$ cat config.mk
export PLATFORM = sky130hd
export DESIGN_NAME = dbc_cfg
export DESIGN_NICKNAME = d
export VERILOG_FILES = /design/src/design/dbc_pkg.sv /design/src/design/dbc_cfg.sv
export SDC_FILE = /design/constraint.sdc
export NUM_CORES = 1
export LEC_CHECK = 0
export ABC_AREA = 1
export BUFFER_PORTS_ARGS = -buffer_cell sky130_fd_sc_hd__clkbuf_2
export CELL_PAD_IN_SITES_DETAIL_PLACEMENT = 0
export CELL_PAD_IN_SITES_GLOBAL_PLACEMENT = 1
export CORE_MARGIN = 2
export CORE_UTILIZATION = 33
export CTS_BUF_LIST = sky130_fd_sc_hd__clkbuf_2
export CTS_CLUSTER_DIAMETER = 100
export DETAILED_ROUTE_END_ITERATION = 10
export GPL_TIMING_DRIVEN = 0
export HOLD_SLACK_MARGIN = 0.08
export PLACE_DENSITY_LB_ADDON = 0.15
export SKIP_CTS_REPAIR_TIMING = 1
export SYNTH_ARGS = -nofsm -noshare
export SYNTH_HDL_FRONTEND = slang
export SYNTH_SLANG_ARGS = --single-unit
$ cat constraint.sdc
create_clock -name clk -period 1.04 [get_ports clk]
set_clock_uncertainty 0.2 [all_clocks]
set_input_delay 0 -clock clk [delete_from_list [all_inputs] [get_ports clk]]
set_output_delay 0 -clock clk [all_outputs]
set_load 0.01 [all_outputs]
$ cat src/design/dbc_pkg.sv
// ----------------------------------------------------------------------------
// dbc_pkg
// Shared types, tables and round functions for the Deoxys-BC cipher unit.
// ----------------------------------------------------------------------------
package dbc_pkg;

  typedef logic [0:15][7:0] blk_t;

  typedef struct packed {
    blk_t t1;
    blk_t t2;
    blk_t t3;
  } tk_t;

  typedef struct packed {
    logic [63:0] kw0;
    logic [63:0] kw1;
    logic [63:0] kw2;
    logic [63:0] kw3;
    logic        variant;
  } key_t;

  typedef struct packed {
    logic       vld;
    logic       mode;
    logic       variant;
    logic [4:0] ridx;
    blk_t       s;
    tk_t        tk;
  } stg_t;

  localparam int NumStages = 16;
  localparam logic [4:0] RoundsShort = 5'd14;
  localparam logic [4:0] RoundsLong  = 5'd16;

  localparam logic [2:0] RegKw0     = 3'd0;
  localparam logic [2:0] RegKw1     = 3'd1;
  localparam logic [2:0] RegKw2     = 3'd2;
  localparam logic [2:0] RegKw3     = 3'd3;
  localparam logic [2:0] RegVariant = 3'd4;

  localparam logic MODE_DEC = 1'b1;

  localparam logic [0:16][7:0] RCON = {
    128'h2f5ebc63c697356ad4b37dfaefc59139, 8'h72};

  localparam logic [0:15][3:0] TK_PERM = 64'h16bc5af09e34d278;

  localparam logic [0:255][7:0] SBOX = {
    128'h637c777bf26b6fc53001672bfed7ab76, 128'hca82c97dfa5947f0add4a2af9ca472c0,
    128'hb7fd9326363ff7cc34a5e5f171d83115, 128'h04c723c31896059a071280e2eb27b275,
    128'h09832c1a1b6e5aa0523bd6b329e32f84, 128'h53d100ed20fcb15b6acbbe394a4c58cf,
    128'hd0efaafb434d338545f9027f503c9fa8, 128'h51a3408f929d38f5bcb6da2110fff3d2,
    128'hcd0c13ec5f974417c4a77e3d645d1973, 128'h60814fdc222a908846eeb814de5e0bdb,
    128'he0323a0a4906245cc2d3ac629195e479, 128'he7c8376d8dd54ea96c56f4ea657aae08,
    128'hba78252e1ca6b4c6e8dd741f4bbd8b8a, 128'h703eb5664803f60e613557b986c11d9e,
    128'he1f8981169d98e949b1e87e9ce5528df, 128'h8ca1890dbfe6426841992d0fb054bb16};

  localparam logic [0:255][7:0] SBOX_INV = {
    128'h52096ad53036a538bf40a39e81f3d7fb, 128'h7ce339829b2fff87348e4344c4dee9cb,
    128'h547b9432a6c2233dee4c950b42fac34e, 128'h082ea16628d924b2765ba2496d8bd125,
    128'h72f8f66486689816d4a45ccc5d65b692, 128'h6c704850fdedb9da5e154657a78d9d84,
    128'h90d8ab008cbcd30af7e45805b8b34506, 128'hd02c1e8fca3f0f02c1afbd0301138a6b,
    128'h3a9111414f67dcea97f2cfcef0b4e673, 128'h96ac7422e7ad3585e2f937e81c75df6e,
    128'h47f11a711d29c5896fb7620eaa18be1b, 128'hfc563e4bc6d279209adbc0fe78cd5af4,
    128'h1fdda8338807c731b11210592780ec5f, 128'h60517fa919b54a0d2de57a9f93c99cef,
    128'ha0e03b4dae2af5b0c8ebbb3c83539961, 128'h172b047eba77d626e169146355210c7d};

  function automatic logic [7:0] xt(logic [7:0] b);
    return {b[6:0], 1'b0} ^ (b[7] ? 8'h1b : 8'h00);
  endfunction

  function automatic logic [7:0] lfsr2(logic [7:0] b);
    return {b[6:0], b[7] ^ b[5]};
  endfunction

  function automatic logic [7:0] lfsr3(logic [7:0] b);
    return {b[0] ^ b[6], b[7:1]};
  endfunction

  // coefficient slot k of the circulant row, forward {2,3,1,1} or inverse {14,11,13,9}
  function automatic logic [7:0] gmul_sel(logic [7:0] b, logic [1:0] k, logic inv);
    logic [7:0] x2, x4, x8, r;
    x2 = xt(b);
    x4 = xt(x2);
    x8 = xt(x4);
    r  = 8'h00;
    if (!inv) begin
      case (k)
        2'd0:    r = x2;
        2'd1:    r = x2 ^ b;
        default: r = b;
      endcase
    end else begin
      case (k)
        2'd0:    r = x8 ^ x4 ^ x2;
        2'd1:    r = x8 ^ x2 ^ b;
        2'd2:    r = x8 ^ x4 ^ b;
        default: r = x8 ^ b;
      endcase
    end
    return r;
  endfunction

  function automatic blk_t mix(blk_t s, logic inv);
    blk_t o;
    logic [7:0] acc;
    for (int c = 0; c < 4; c++) begin
      for (int r = 0; r < 4; r++) begin
        acc = 8'h00;
        for (int j = 0; j < 4; j++) begin
          acc = acc ^ gmul_sel(s[4*c+j], 2'((4 + j - r) & 3), inv);
        end
        o[4*c+r] = acc;
      end
    end
    return o;
  endfunction

  function automatic blk_t sub_shift(blk_t s);
    blk_t o;
    for (int i = 0; i < 16; i++) begin
      o[i] = SBOX[s[4*(((i >> 2) + (i & 3)) & 3) + (i & 3)]];
    end
    return o;
  endfunction

  function automatic blk_t inv_shift_sub(blk_t s);
    blk_t o;
    for (int i = 0; i < 16; i++) begin
      o[4*(((i >> 2) + (i & 3)) & 3) + (i & 3)] = SBOX_INV[s[i]];
    end
    return o;
  endfunction

  function automatic blk_t subtweakey(tk_t tk, logic [4:0] ridx);
    blk_t o;
    logic [7:0] rc;
    rc = (ridx > 5'd16) ? 8'h00 : RCON[ridx];
    o  = tk.t1 ^ tk.t2 ^ tk.t3;
    for (int i = 0; i < 4; i++) begin
      o[4*i]   = o[4*i] ^ 8'(1 << i);
      o[4*i+1] = o[4*i+1] ^ rc;
    end
    return o;
  endfunction

  function automatic tk_t tk_fwd(tk_t tk);
    tk_t o;
    for (int i = 0; i < 16; i++) begin
      o.t1[i] = tk.t1[TK_PERM[i]];
      o.t2[i] = lfsr2(tk.t2[TK_PERM[i]]);
      o.t3[i] = lfsr3(tk.t3[TK_PERM[i]]);
    end
    return o;
  endfunction

  function automatic tk_t tk_bwd(tk_t tk);
    tk_t o;
    for (int i = 0; i < 16; i++) begin
      o.t1[TK_PERM[i]] = tk.t1[i];
      o.t2[TK_PERM[i]] = lfsr3(tk.t2[i]);
      o.t3[TK_PERM[i]] = lfsr2(tk.t3[i]);
    end
    return o;
  endfunction

endpackage

$ cat src/design/dbc_cfg.sv
// ----------------------------------------------------------------------------
// dbc_cfg
// Key and variant registers behind the configuration write port.
// ----------------------------------------------------------------------------
module dbc_cfg (
  input  logic         clk,
  input  logic         rst_n,
  input  logic         cfg_valid,
  input  logic [2:0]   cfg_index,
  input  logic [63:0]  cfg_data,
  output dbc_pkg::key_t key
);
  import dbc_pkg::*;

  key_t key_r, key_nxt;

  always_comb begin
    key_nxt = key_r;
    if (cfg_valid) begin
      case (cfg_index)
        RegKw0:     key_nxt.kw0 = cfg_data;
        RegKw1:     key_nxt.kw1 = cfg_data;
        RegKw2:     key_nxt.kw2 = cfg_data;
        RegKw3:     key_nxt.kw3 = cfg_data;
        RegVariant: key_nxt.variant = cfg_data[0];
        default:    key_nxt = key_r;
      endcase
    end
  end

  always_ff @(posedge clk) begin
    if (!rst_n) begin
      key_r <= '0;
    end else begin
      key_r <= key_nxt;
    end
  end

  assign key = key_r;

endmodule

# Yosys cells after proc, flatten, opt, wreduce, memory -nomap -nowiden
# Cells that the tools add are included.
# word_totals
ff_bits	257
inputBits	70
out_inout_bits	257
elab_cells	15
# classes
eq_ne	4
n_reduce_logical	6
# op_table
operator	n
2-bit AND reduction	5
3-bit by 2-bit == test with 1-bit output (second input constant)	2
3-bit by 1-bit == test with 1-bit output (second input constant)	1
3-bit == test (second input constant)	1
3-bit logical NOT	1

# Longest topological paths before layout
# Gate-level depths: netlist of the first run.
# depth
word_depth	2
depth_mapped	7
mapped_depth_nobuf	5

# Worst setup path before layout of the first run
# Ideal clock, no wire load.
# synth_timing
kind	in2reg
start	in cfg_valid
end	reg key_r (netlist bit key[238])
setup_time_ns	0.113
arrival_time_ns	0.696
t_required_ns	0.727
setup_slack_ns	0.031
cell_stages	7
n_path_buf	2
cell_sequence	inv_2 nor2_1 buf_2 buf_2 nand3_1 nand2_1 nor2_1
# synth_between
elab_chain_len	1
# synth_lines
element	line_no	text
start, declared	dbc_cfg.sv:8	input logic cfg_valid,
2-bit AND reduction (no line)	n/a	
end signal, assigned	dbc_cfg.sv:35	key_r <= key_nxt;
end, declared	dbc_cfg.sv:15	key_t key_r, key_nxt;
# Every way passes these cells.
# A chain may end at the register's enable or synchronous reset.

# Worst setup path after layout of the first run
# layout_timing
start	reg key_r (netlist bit key[15])
end	out key[15] (netlist name)
# layout_lines
element	line_no	text
end, declared	dbc_cfg.sv:11	output dbc_pkg::key_t key
# No word-level cell between the ends.

==> results.yml, run 1 <==
route:
  drt-pass1-iter-count: 5
  avgRoutedWirePerCell_um: 16.3
  wl_met2_um: 18600
  remaining_drc_errors: 0
  num_vias: 11300
  totalWireLength_um: 39800
  ant_nets: 0
  wl_met3_um: 3090
  drt_iter0_drc: 572
  viasPerCell: 4.61
  topRoutingLayerUsed: "met4"
  wl_met1_um: 17300
worst_setup_path:
  endpoint_kind: "output pin"
  critical_path.startpoint: "key[15]"
  r2r.worst_path.cells: 3
  rrSetupSlack_ps: 120
  reg2reg_from: "key[12]"
  r2r-end: "key[12]"
  critical_path_class: "reg -> out"
  critPathLaunchType: "register"
  crit_buf_inv: 1
  cp_top_family: "flip-flops"
  crit_fanout: 2
  critical_path_arrival_ps: 1310
  critical-path-max-stage-delay_ps: 360
  cp_cell_sequence: "buf_6"
  crit_required_ps: 840
  critPathSlowestCell: "dfxtp_2"
  path_depth: 1
  cp-endpoint: "key[15]"
synth:
  yosys.area_share.adder_pct: 0
  ys_types: 15
  syn_area_um2: 10300
  ys_seq_area_share_pct: 49.8
  synth_mux_area_share_pct: 0
  yosys.area_share.simple_pct: 41.5
  yosysTopAreaCellShare_pct: 49.8
  syn_inst: 1475
  syn_nets: 1545
  syn-mean-instance-area_um2: 7.00
  synth_area_leader_cell: "dfxtp_1"
  synth_xor_area_share_pct: 0
  synth-warning-count: 0
  ys_ff_latch: 257
  synth_top_family_by_area: "simple AND/OR/NAND/NOR gates"
  synth_area_leaders: "dfxtp_1 (50%), nor2_1 (19%), nand3_1 (12%)"
  synth_compound_area_share_pct: 0.0484
place:
  io_buffers: 325
  place.gp.congestion: 0.782
  dp_cells: 2196
  post-dp-hpwl_um: 26800
  place_area_um2: 12500
  dpl_worst_slack_ps: -571
final_layout:
  stdcell_count: 2443
  finalInstanceArea_um2: 16200
  register_area_um2: 5470
  fin_nets: 2058
  synthToLayoutAreaGrowth_pct: 57.1
  multi_input_area_um2: 4290
  layout-drive-gt1-share_pct: 39.3
  fill_cells: 3074
  largest_register_ffs: 257
power_and_ir_drop:
  switching_share_pct: 29.5
  power.leakage_nw: 7.69
  p_total_mw: 21.9
  ir_worst_vdd_mv: 0.791
  internal_power_mw: 15.4
  p_per_area_nw_per_um2: 1350
  p_clk_share_pct: 37.0
  netSwitchingPower_mw: 6.45
  p_comb_share_pct: 14.9
  p_seq_share_pct: 48.1
grt:
  gr-total-overflow: 0
  grt_pass1_vias: 10200
  grt_usage_pct: 22.4
  grt_first_pass_wirelength_um: 57400
  grt_max_degree: 11
  antenna_found_initial: 2
timing:
  worstMarginPinSlew_ps: 606
  hold_viol_final: 75
  min_period_over_period_pct: 146
  maxSlewViolCount: 0
  whs_ps: -85.0
  fin_crit_ps: 1510
  setup_slack_ps: -474
  setup_violations: 512
  slew_headroom_pct: 59.6
  fmax_mhz: 661
  rsz0062_at_grt: "true"
clock_tree:
  numCtsBuffers: 72
  insertion_delay_ps: 800
  cts_buffer_depth: 3
  cts-root-buf: "clkbuf_2"
  h-tree-depth: 3
  clock_sinks: 257
  cts_tree: "yes"
  clk_pin_slew_ps: 100
floorplan:
  dieArea_um2: 32700
  pin_count: 327
  die_y_um: 181
  die_w_um: 181
  core_area_um2: 30700
  rows: 64
  initial_core_util_pct: 33.7
flow_run:
  cap_violations: 0
outcome:
  failed_checks: "hold timing, setup timing"
  status: "finished with violations"
hold_path:
  hold_path_class: "in -> reg"
-- cell usage in the layout (no fill, tap or decap) --
cell type	synthesis	final
clkinv_1	0	6
buf_1	23	23
nand2_1	261	261
nor2_4	5	5
bufinv_16	0	3
nand2_2	2	2
clkinv_2	0	1
buf_4	9	17
inv_2	5	6
dfxtp_2	0	256
clkinvlp_4	0	1
dlygate4sd3_1	0	106
buf_2	50	50
clkbuf_1	6	6
diode_2	0	4
nor2_8	1	1
a21oi_1	1	1
nor2_1	515	515
buf_6	18	275
dfxtp_4	0	1
inv_1	65	65
nand3_1	257	257
clkbuf_2	0	185
-- cell usage after synthesis (all sizes together) --
| library cell | count |
|---|---|
| nand3 | 257 |
| a21oi | 1 |
| buf | 100 |
| inv | 70 |
| dfxtp | 257 |
| nor2 | 521 |
| nand2 | 263 |
| clkbuf | 6 |
-- cell families (layout without fill, tap and decap cells) --
| kind of cell | Yosys count | after routing |
|---|---|---|
| AO/OA/AOI/OAI | 1 | 1 |
| flip-flops | 257 | 257 |
| other | 0 | 4 |
| buffers and inverters | 176 | 744 |
| AND/OR/NAND/NOR | 1041 | 1041 |
-- routing by layer --
metal  track usage, %  up-vias
met3             7.01       74
met4             7.39        0
met5                0        -
met2             35.3      366
li1                 -     5643
met1             29.0     5184
-- final cells by class --
class                           count  share of cell area [%]
Multi-Input combinational cell   1042                    26.5
Timing Repair Buffer              439                    26.8
Clock buffer                      117                    3.61
Antenna cell                        4                  0.0617
Inverter                           70                    1.62
Tap cell                          396                    3.05
Clock inverter                     12                   0.794
Sequential cell                   257                    33.7
Buffer                            106                    3.88
-- how the worst min path moves through the flow --
stage / from / endpoint / slack, ps / cells after the start
after floorplan: cfg_index[1] / key[129] / 40 / 4
after global placement: cfg_data[63] / key[64] / 180 / 5
after detailed placement: cfg_data[22] / key[151] / 190 / 5
final: cfg_data[52] / key[245] / -80 / 6
after global routing: cfg_data[3] / key[196] / -90 / 6
after CTS: cfg_data[55] / key[56] / -740 / 5
-- through the flow --
stage	setup TNS [ps]	util [%]
4_1_cts	-140400	42.9
3_5_place_dp	-123380	40.6
2_1_floorplan	0	-
5_1_grt	-213990	52.9
6_report	-171200	52.9
3_3_place_gp	-116450	40.6
-- power by group through the flow --
stage	sequential [mW]	clock [mW]	combinational, mW
2_1_floorplan	10.7	0	1.34
3_3_place_gp	10.6	0	2.52
3_5_place_dp	10.6	0	2.54
4_1_cts	10.4	8.33	2.54
5_1_grt	10.6	8.89	3.58
6_report	10.5	8.09	3.26
Power figures use the tool's default switching activity.
==> run 2: changes to the inputs <==
--- a/config.mk
+++ b/config.mk
@@ -16,7 +16,7 @@
 export DETAILED_ROUTE_END_ITERATION = 10
 export GPL_TIMING_DRIVEN = 0
 export HOLD_SLACK_MARGIN = 0.08
-export PLACE_DENSITY_LB_ADDON = 0.15
+export PLACE_DENSITY_LB_ADDON = 0.1
 export SKIP_CTS_REPAIR_TIMING = 1
 export SYNTH_ARGS = -nofsm -noshare
 export SYNTH_HDL_FRONTEND = slang
==> run 2 against run 1 <==
The run still ends with hold timing, setup timing left. Global-route usage shrank 0.19 points. Clock power shrank 3.5%. Register-to-register slack is essentially flat. Worst hold slack lost 5.4 ps. First-iteration DRC count shrank 20%. Core utilization grew 0.15 points. Clock-buffer cell count shrank 8. Highest routed layer unchanged.
==> results.yml, run 2 (synthesis results as in run 1) <==
outcome:
  status: "finished with violations"
  failed_checks: "hold timing, setup timing"
final_layout:
  utilization_pct: 53.1
  stdcell_count: 2441
  layout-drive-gt1-share_pct: 38.9
  layout.cells.most_common_list: "nor2_1 (515), buf_6 (275), nand2_1 (261), nand3_1 (257), dfxtp_2 (254)"
  largest_register_ffs: 257
  finalInstanceArea_um2: 16300
  register_area_um2: 5470
  fin_nets: 2069
  final_common_cell: "nor2_1"
  synthToLayoutAreaGrowth_pct: 57.6
  fill_cells: 3133
  multi_input_area_um2: 4290
grt:
  grt_use_met1_pct: 28.7
  antenna_found_initial: 2
  gr-total-overflow: 0
  grt_usage_pct: 22.2
  grt_first_pass_wirelength_um: 57100
  grt_pass1_vias: 10200
  use_met2_pct: 35.3
  grt_max_degree: 11
  globalRoute.busiestLayer: "met2"
  grtUsageMet3_pct: 6.95
place:
  io_buffers: 325
  dp_cells: 2196
  post-dp-hpwl_um: 26800
  place_area_um2: 12500
  dpl_worst_slack_ps: -595
  place.gp.congestion: 0.790
worst_setup_path:
  critPathSlowestCell: "dfxtp_2"
  crit_fanout: 2
  cp_cell_sequence: "buf_6"
  crit_required_ps: 840
  critical_path_arrival_ps: 1340
  reg2reg_from: "key[159]"
  endpoint_kind: "output pin"
  path_depth: 1
  critical_path_class: "reg -> out"
  cp_top_family: "flip-flops"
  cp-endpoint: "key[101]"
  critPathLaunchType: "register"
  critical-path-max-stage-delay_ps: 370
  r2r-end: "key[159]"
  critical_path.startpoint: "key[101]"
  crit_buf_inv: 1
  rrSetupSlack_ps: 130
  r2r.worst_path.cells: 3
power_and_ir_drop:
  internal_power_mw: 15.2
  ir_worst_vdd_mv: 0.626
  p_clk_share_pct: 36.2
  p_seq_share_pct: 48.7
  p_comb_share_pct: 15.1
  p_total_mw: 21.6
  p_per_area_nw_per_um2: 1330
  power.leakage_nw: 7.69
  switching_share_pct: 29.5
  netSwitchingPower_mw: 6.36
route:
  num_vias: 11200
  remaining_drc_errors: 0
  avgRoutedWirePerCell_um: 16.1
  ant_nets: 0
  viasPerCell: 4.59
  drt-pass1-iter-count: 4
  drt_iter0_drc: 455
  totalWireLength_um: 39300
clock_tree:
  clock_sinks: 257
  cts_tree: "yes"
  cts_buffer_depth: 3
  clk_pin_slew_ps: 100
  insertion_delay_ps: 830
  h-tree-depth: 3
  numCtsBuffers: 73
  cts-root-buf: "clkbuf_2"
floorplan:
  die_w_um: 181
  pin_count: 327
  rows: 64
  dieArea_um2: 32700
  core_area_um2: 30700
  die_y_um: 181
  initial_core_util_pct: 33.7
timing:
  fin_crit_ps: 1540
  whs_ps: -90.4
  min_period_over_period_pct: 148
  setup_slack_ps: -500
  fmax_mhz: 649
  rsz0062_at_grt: "true"
  setup_violations: 513
  fin_setup_tns_ps: -171430
  hold_viol_final: 70
  worstMarginPinSlew_ps: 623
  maxSlewViolCount: 0
  slew_headroom_pct: 58.4
hold_path:
  hold_path_class: "in -> reg"
flow_run:
  cap_violations: 0
[run 2: cell count changes in the layout (fill, tap and decap cells not counted)]
cell,change
clkinv_1,-2
inv_2,-1
dfxtp_4,+2
dlygate4sd3_1,+9
dfxtp_2,-2
clkbuf_2,-8
buf_4,+1
clkinv_2,-1
[run 2: routing by layer]
metal | vias to the layer above | part of all wire, %
li1 | 5655 | -
met1 | 5111 | 44
met2 | 360 | 46
met3 | 78 | 7.6
met4 | 0 | 2.5
met5 | - | 0
[run 2: worst min path at each step]
stage                    end  slack (ps)         start  depth (start not counted)
finish                key[5]         -90   cfg_data[4]                          6
global route        key[178]        -120  cfg_data[49]                          6
CTS                 key[174]        -760  cfg_data[45]                          5
detailed placement   key[64]         180  cfg_data[63]                          5
global placement    key[128]         170  cfg_data[63]                          5
floorplan           key[129]          40  cfg_index[1]                          4
[run 2: power by group through the flow]
stage / logic [mW] / clock network (mW) / registers, mW
2_1_floorplan: 1.34 / 0 / 10.7
3_3_place_gp: 2.51 / 0 / 10.6
3_5_place_dp: 2.52 / 0 / 10.6
4_1_cts: 2.53 / 8.03 / 10.4
5_1_grt: 3.59 / 8.62 / 10.6
6_report: 3.26 / 7.81 / 10.5
[run 2: final cells by class]
class / instances / share of cell area [%]
diodes: 4 / 0.0615
plain buffers: 106 / 3.87
clock buffers: 109 / 3.35
clock inverters: 8 / 0.692
inverters: 70 / 1.61
multi-input cells: 1042 / 26.4
flip-flops and latches: 257 / 33.6
well taps: 396 / 3.04
repair buffers: 449 / 27.4
==> run 3: changes to the inputs <==
--- a/config.mk
+++ b/config.mk
@@ -16,7 +16,7 @@
 export DETAILED_ROUTE_END_ITERATION = 10
 export GPL_TIMING_DRIVEN = 0
 export HOLD_SLACK_MARGIN = 0.08
-export PLACE_DENSITY_LB_ADDON = 0.1
+export PLACE_DENSITY = 0.9
 export SKIP_CTS_REPAIR_TIMING = 1
 export SYNTH_ARGS = -nofsm -noshare
 export SYNTH_HDL_FRONTEND = slang
==> run 3 against run 2 <==
The run still ends with hold timing, setup timing left. Sequential cell count did not move. Setup slack improved by 19 ps. Sequential share of layout area rose by 0.17 points. Sequential power barely moved. Clock-buffer cell count fell by 5. Worst hold slack improved by 15 ps. Largest power group unchanged. Clock power fell by 3.6%. Global-route usage fell by 0.68 points. Cell area fell by 0.64%. Largest cell class unchanged. Final cell count fell by 0.25%. Combinational power barely moved.
==> results.yml, run 3 (synthesis results as in run 1) <==
route:
  drt_iter0_drc: 669
  drt-pass1-iter-count: 5
  num_vias: 11500
  avgRoutedWirePerCell_um: 16.6
  totalWireLength_um: 40400
  ant_nets: 0
  viasPerCell: 4.72
  remaining_drc_errors: 0
outcome:
  failed_checks: "hold timing, setup timing"
  status: "finished with violations"
grt:
  grt_pass1_vias: 10200
  grt_max_degree: 11
  antenna_found_initial: 5
  gr-total-overflow: 0
  grt_usage_pct: 21.5
  grt_first_pass_wirelength_um: 55700
timing:
  setup_violations: 511
  fin_crit_ps: 1520
  slew_headroom_pct: 59.5
  whs_ps: -75.0
  fmax_mhz: 658
  worstMarginPinSlew_ps: 606
  rsz0062_at_grt: "true"
  setup_slack_ps: -481
  hold_viol_final: 33
  maxSlewViolCount: 0
  min_period_over_period_pct: 146
floorplan:
  core_area_um2: 30700
  die_w_um: 181
  rows: 64
  initial_core_util_pct: 33.7
  pin_count: 327
  die_y_um: 181
  dieArea_um2: 32700
hold_path:
  hold_depth: 6
  hold_path_class: "in -> reg"
  hp-start: "cfg_data[5]"
  hold_end: "key[6]"
worst_setup_path:
  endpoint_kind: "output pin"
  crit_fanout: 2
  crit_buf_inv: 1
  rrSetupSlack_ps: 120
  reg2reg_from: "key[23]"
  r2r-end: "key[23]"
  critPathLaunchType: "register"
  critPathSlowestCell: "dfxtp_2"
  cp_cell_sequence: "buf_6"
  critical_path_class: "reg -> out"
  crit_required_ps: 840
  r2r.worst_path.cells: 3
  critical_path.startpoint: "key[101]"
  cp_top_family: "flip-flops"
  critical-path-max-stage-delay_ps: 380
  critical_path_arrival_ps: 1320
final_layout:
  fin_nets: 2059
  layout-drive-gt1-share_pct: 38.8
  utilization_pct: 52.7
  final_common_cell: "nor2_1"
  synthToLayoutAreaGrowth_pct: 56.6
  largest_register_ffs: 257
  fill_cells: 2819
  layout.cells.most_common_list: "nor2_1 (515), buf_6 (275), nand2_1 (261), nand3_1 (257), dfxtp_2 (257)"
clock_tree:
  cts_buffer_depth: 3
  clk_pin_slew_ps: 110
  cts-root-buf: "clkbuf_2"
  cts_tree: "yes"
  h-tree-depth: 3
  insertion_delay_ps: 780
  clock_sinks: 257
  numCtsBuffers: 71
place:
  dpl_worst_slack_ps: -528
  place.gp.congestion: 0.813
  io_buffers: 325
  post-dp-hpwl_um: 26400
power_and_ir_drop:
  p_per_area_nw_per_um2: 1320
  power.leakage_nw: 7.64
  ir_worst_vdd_mv: 0.772
flow_run:
  cap_violations: 0
-- run 3: worst max path at each step --
stage | end | depth (start not counted)
6_report | key[101] | 1
5_1_grt | key[101] | 1
4_1_cts | key[101] | 1
3_5_place_dp | key[120] | 8
3_3_place_gp | key[200] | 7
2_1_floorplan | key[238] | 7
-- run 3: per-stage QoR --
stage          cells  total power, mW  TNS (ps)  cell area (µm²)  hold slack [ps]
3_5_place_dp    2196             13.1   -120140            12500              178
5_1_grt         2435             22.4   -211230            16200            -96.8
2_1_floorplan   1475             12.1         0            10300             42.2
4_1_cts         2315             20.5   -141440            13100             -727
6_report        2435             21.3   -170390            16200            -75.0
3_3_place_gp    2196             13.1   -113490            12500              166
-- run 3: final cells by class --
class                           instances  area (µm²)  share of cell area, %
Tap cell                              396         495                   3.06
Inverter                               70         263                   1.62
Clock buffer                          104         520                   3.22
Antenna cell                            4        10.0                 0.0619
Buffer                                106         629                   3.89
Multi-Input combinational cell       1042        4290                   26.5
Sequential cell                       257        5470                   33.8
Clock inverter                         15         119                  0.735
Timing Repair Buffer                  441        4380                   27.1
-- run 3: per-layer routing --
layer	vias to the layer above	GRT usage, %	part of all wire, %
li1	5641	-	-
met1	5240	27.4	41
met2	503	34.5	47
met3	114	6.13	8.0
met4	0	8.06	3.6
met5	-	0	0
-- run 3: power breakdown --
part,internal [mW],leakage [nW],switching (mW)
clock network,3.14,0.487,4.39
registers,10.2,2.21,0.275
logic,1.51,4.94,1.77
-- run 3: worst min-delay path: stages --
cell	delay, ps
dlygate4sd3_1	530
clkbuf_2	100
inv_1	90
nand3_1	100
nand2_1	50
nor2_1	70
